File: src/sv/pfs_pkg.sv
// Package for the palette fade stepper: item types, command codes and
// colour word layout. No dependencies.
`default_nettype none

package pfs_pkg;

    localparam int CMD_W    = 3;
    localparam int ACTOR_W  = 4;
    localparam int ENTRY_W  = 8;
    localparam int COLOUR_W = 16;
    localparam int LEN_W    = 9;
    localparam int MASK_W   = 14;
    localparam int CH_W     = 5;
    localparam int CH_N     = 3;

    localparam logic [CMD_W-1:0] CMD_WR_DRAWN  = 3'd0;
    localparam logic [CMD_W-1:0] CMD_WR_TARGET = 3'd1;
    localparam logic [CMD_W-1:0] CMD_SET_LEN   = 3'd2;
    localparam logic [CMD_W-1:0] CMD_START     = 3'd3;
    localparam logic [CMD_W-1:0] CMD_TICK      = 3'd4;
    localparam logic [CMD_W-1:0] CMD_READ      = 3'd5;

    typedef struct packed {
        logic [CMD_W-1:0]    cmd;
        logic [ACTOR_W-1:0]  actor;
        logic [ENTRY_W-1:0]  entry;
        logic [COLOUR_W-1:0] colour;
        logic [LEN_W-1:0]    length;
    } pfs_req_t;

    typedef struct packed {
        logic [COLOUR_W-1:0] read_colour;
        logic [MASK_W-1:0]   fading_mask;
    } pfs_res_t;

    // outcome of stepping one stored entry toward its target
    typedef struct packed {
        logic                wr;
        logic                moved;
        logic [COLOUR_W-1:0] word;
    } pfs_step_t;

endpackage

`default_nettype wire

File: src/sv/pfs_step.sv
// Fade step for one colour word: moves each 5-bit channel one step toward
// the target and flags the entry. Depends on pfs_pkg.
`default_nettype none

module pfs_step
    import pfs_pkg::*;
(
    input  wire logic [COLOUR_W-1:0] now,
    input  wire logic [COLOUR_W-1:0] want,
    output pfs_step_t                step
);

    logic [CH_N-1:0]      ch_diff;
    logic [CH_W*CH_N-1:0] ch_new;

    always_comb
    begin
        for (int i = 0; i < CH_N; i++)
        begin
            ch_diff[i]            = now[i*CH_W +: CH_W] != want[i*CH_W +: CH_W];
            ch_new[i*CH_W +: CH_W] = now[i*CH_W +: CH_W];
            if (ch_diff[i])
            begin
                if (now[i*CH_W +: CH_W] < want[i*CH_W +: CH_W])
                begin
                    ch_new[i*CH_W +: CH_W] = now[i*CH_W +: CH_W] + CH_W'(1);
                end
                else
                begin
                    ch_new[i*CH_W +: CH_W] = now[i*CH_W +: CH_W] - CH_W'(1);
                end
            end
        end
        // a difference in the flag bit alone rewrites but does not count as movement
        step.wr    = now != want;
        step.moved = |ch_diff;
        step.word  = {1'b1, ch_new};
    end

endmodule

`default_nettype wire

File: config.mk
export PLATFORM = sky130hd
export DESIGN_NAME = pfs_step
export DESIGN_NICKNAME = d
export VERILOG_FILES = /design/src/sv/pfs_pkg.sv /design/src/sv/pfs_step.sv
export SDC_FILE = /design/constraint.sdc
export NUM_CORES = 1
export LEC_CHECK = 0
export BUFFER_PORTS_ARGS = -buffer_cell sky130_fd_sc_hd__clkbuf_2
export CORE_MARGIN = 3
export CORE_UTILIZATION = 30
export DETAILED_ROUTE_END_ITERATION = 7
export PLACE_DENSITY = 0.65
export SLEW_MARGIN = 20
export SYNTH_ARGS = -nofsm -noshare
export SYNTH_HDL_FRONTEND = slang
export SYNTH_SLANG_ARGS = --single-unit
File: constraint.sdc
create_clock -name vclk -period 2.5
set_input_delay 0.25 -clock vclk [all_inputs]
set_output_delay 0.25 -clock vclk [all_outputs]
set_load 0.05 [all_outputs]
==> results_dict.tcl <==
set metrics [dict create \
    final_antenna_net_count 0 \
    via_per_inst 4.594 \
    hold_path.class "in2out" \
    leakage_nw 1.001 \
    setup_violations 5 \
    hold_viol 0 \
    timing.final.ws_setup_ps -373.5 \
    hpwl_um 2542 \
    synth.top_cell.area_share_pct 31.33 \
    slew_viol_final 0 \
    antenna_found_initial 0 \
    rsz0062_at_grt "yes" \
    grt_max_degree 9 \
    final_core_util_pct 71.66 \
    area_growth_pct 116.8 \
    grtUsageTotal_pct 15.61 \
    violations "negative setup slack" \
    gr-total-overflow 0 \
    vias 1167 \
    drc 0 \
    dieArea_um2 3909 \
    synth_top_area_cell "ha_1" \
    ys_top_cells_by_area "ha_1 31%, inv_1 9.4%, xor2_1 6.4%" \
    first_pass_iters 2 \
    synthCells 125 \
    max_clock_freq_ghz 0.3480 \
    finalPower_uw 962.8 \
    crit_fanout 4 \
    cp-start-kind "input port" \
    io_pins 50 \
    routed_wl_um 3079 \
    yosysSeqAreaShare_pct 0 \
    arrival_ps 2620 \
    worstSetupPathType "in2out" \
    die_h_um 62.52 \
    fillers 227 \
    grt_pass1_wl_um 5313 \
    fin_nets 273 \
    portBuffers 49 \
    wl_per_cell_um 12.12 \
    n_sequential_cell 0 \
    period_needed_ps 2874 \
    ys_warn_count 0 \
    vdd_drop_max_mv 0.3591 \
    drive_above_1_share_pct 68.87 \
    syn_nets 184 \
    initial_core_util_pct 33.05 \
    status "finished, violations left" \
    netlist_area_um2 958.4 \
    avgSynthCellArea_um2 7.667 \
    drv_cap 0 \
    required_ps 2250 \
    holdWs_ps 963.0 \
    place.gp.congestion 0.7707 \
    antenna_cells 0 \
    rows 19 \
    dp_slack_ps -438.1 \
    fin_crit_sh_pct 114.9 \
    ys_types 28 \
    seqCellArea_um2 0 \
    drt_iter0_markers 17 \
    die_x_um 62.52 \
    nClkBuffers 0 \
    endpoint_kind "output pin" \
    hold_depth 4 \
    p_per_area_nw_per_um2 463.3 \
    yosys-top-cells-count "24 x ha_1, 24 x inv_1, 11 x a21oi_1" \
    coreArea_um2 2900 \
    grt_pass1_vias 1272 \
]
critical path, cell delays in order:
cell      delay, ps
buf_6           100
inv_4            40
ha_4            200
a21oi_2         120
a21boi_1         80
a311o_2         380
ha_4            230
nor2b_1         120
o21a_1          180
a311o_2         370
mux2i_4         210
xor2_4          180
buf_12          150
final cells by class:
| class | instances | area [µm²] | share of cell area, % |
|---|---|---|---|
| Inverter | 24 | 120.1 | 5.780 |
| Tap cell | 42 | 52.55 | 2.529 |
| Timing Repair Buffer | 89 | 695.7 | 33.47 |
| Multi-Input combinational cell | 99 | 1210 | 58.22 |
final timing paths:
path,startpoint,endpoint
max,want[3],step[4]
min,now[3],step[3]
report_power, final:
group,switching (mW),internal (mW)
Combinational,0.507,0.456
Clock,0,0
Sequential,0,0
kinds of logic after synthesis:
| group | after synthesis | synth area share (%) |
|---|---|---|
| simple gates | 24 | 14.36 |
| buf+inv | 26 | 10.97 |
| xor+xnor | 13 | 11.88 |
| fa+ha+maj | 27 | 37.60 |
| mux | 5 | 5.613 |
| compound gates | 29 | 19.19 |
| other cells | 1 | 0.3913 |
through the flow:
step                      instances  cell area (µm²)  setup TNS, ps
after global placement          251             1883          -1402
after CTS                       254             1991          -1211
after floorplan                 125             1247         -897.5
final                           254             2078         -979.5
after detailed placement        251             1883          -1529
after global routing            254             2078          -1417
what timing repair did:
item                       CTS  global route
pin swaps                   20            11
hold buffers                 0             0
setup endpoints to repair    7             7
setup buffers                3             1
resized for setup           18            22
cells in the final DEF, fill, tap and decap left out, types with 2 or more instances in the layout:
cell,instances
nor2_1,4
o21a_1,2
ha_4,16
xnor2_1,6
buf_6,9
ha_1,8
nor2b_1,3
buf_12,5
o21ai_1,3
o21ai_2,2
a21oi_1,3
inv_4,7
a21o_1,4
a21oi_2,8
o21ai_0,2
buf_8,2
xor2_1,4
mux2i_4,2
clkbuf_2,35
and3_4,2
inv_2,2
inv_1,14
fa_2,3
mux2_4,3
nand3_1,2
xor2_4,3
buf_4,36
nand2_1,5
a311o_2,2
routing by layer:
metal | wire length (µm) | track usage (%)
met5 | 0 | 0
met4 | 0 | 0
met3 | 82 | 0.8993
met2 | 1753 | 33.02
met1 | 1243 | 17.63
Power figures use the tool's default switching activity.
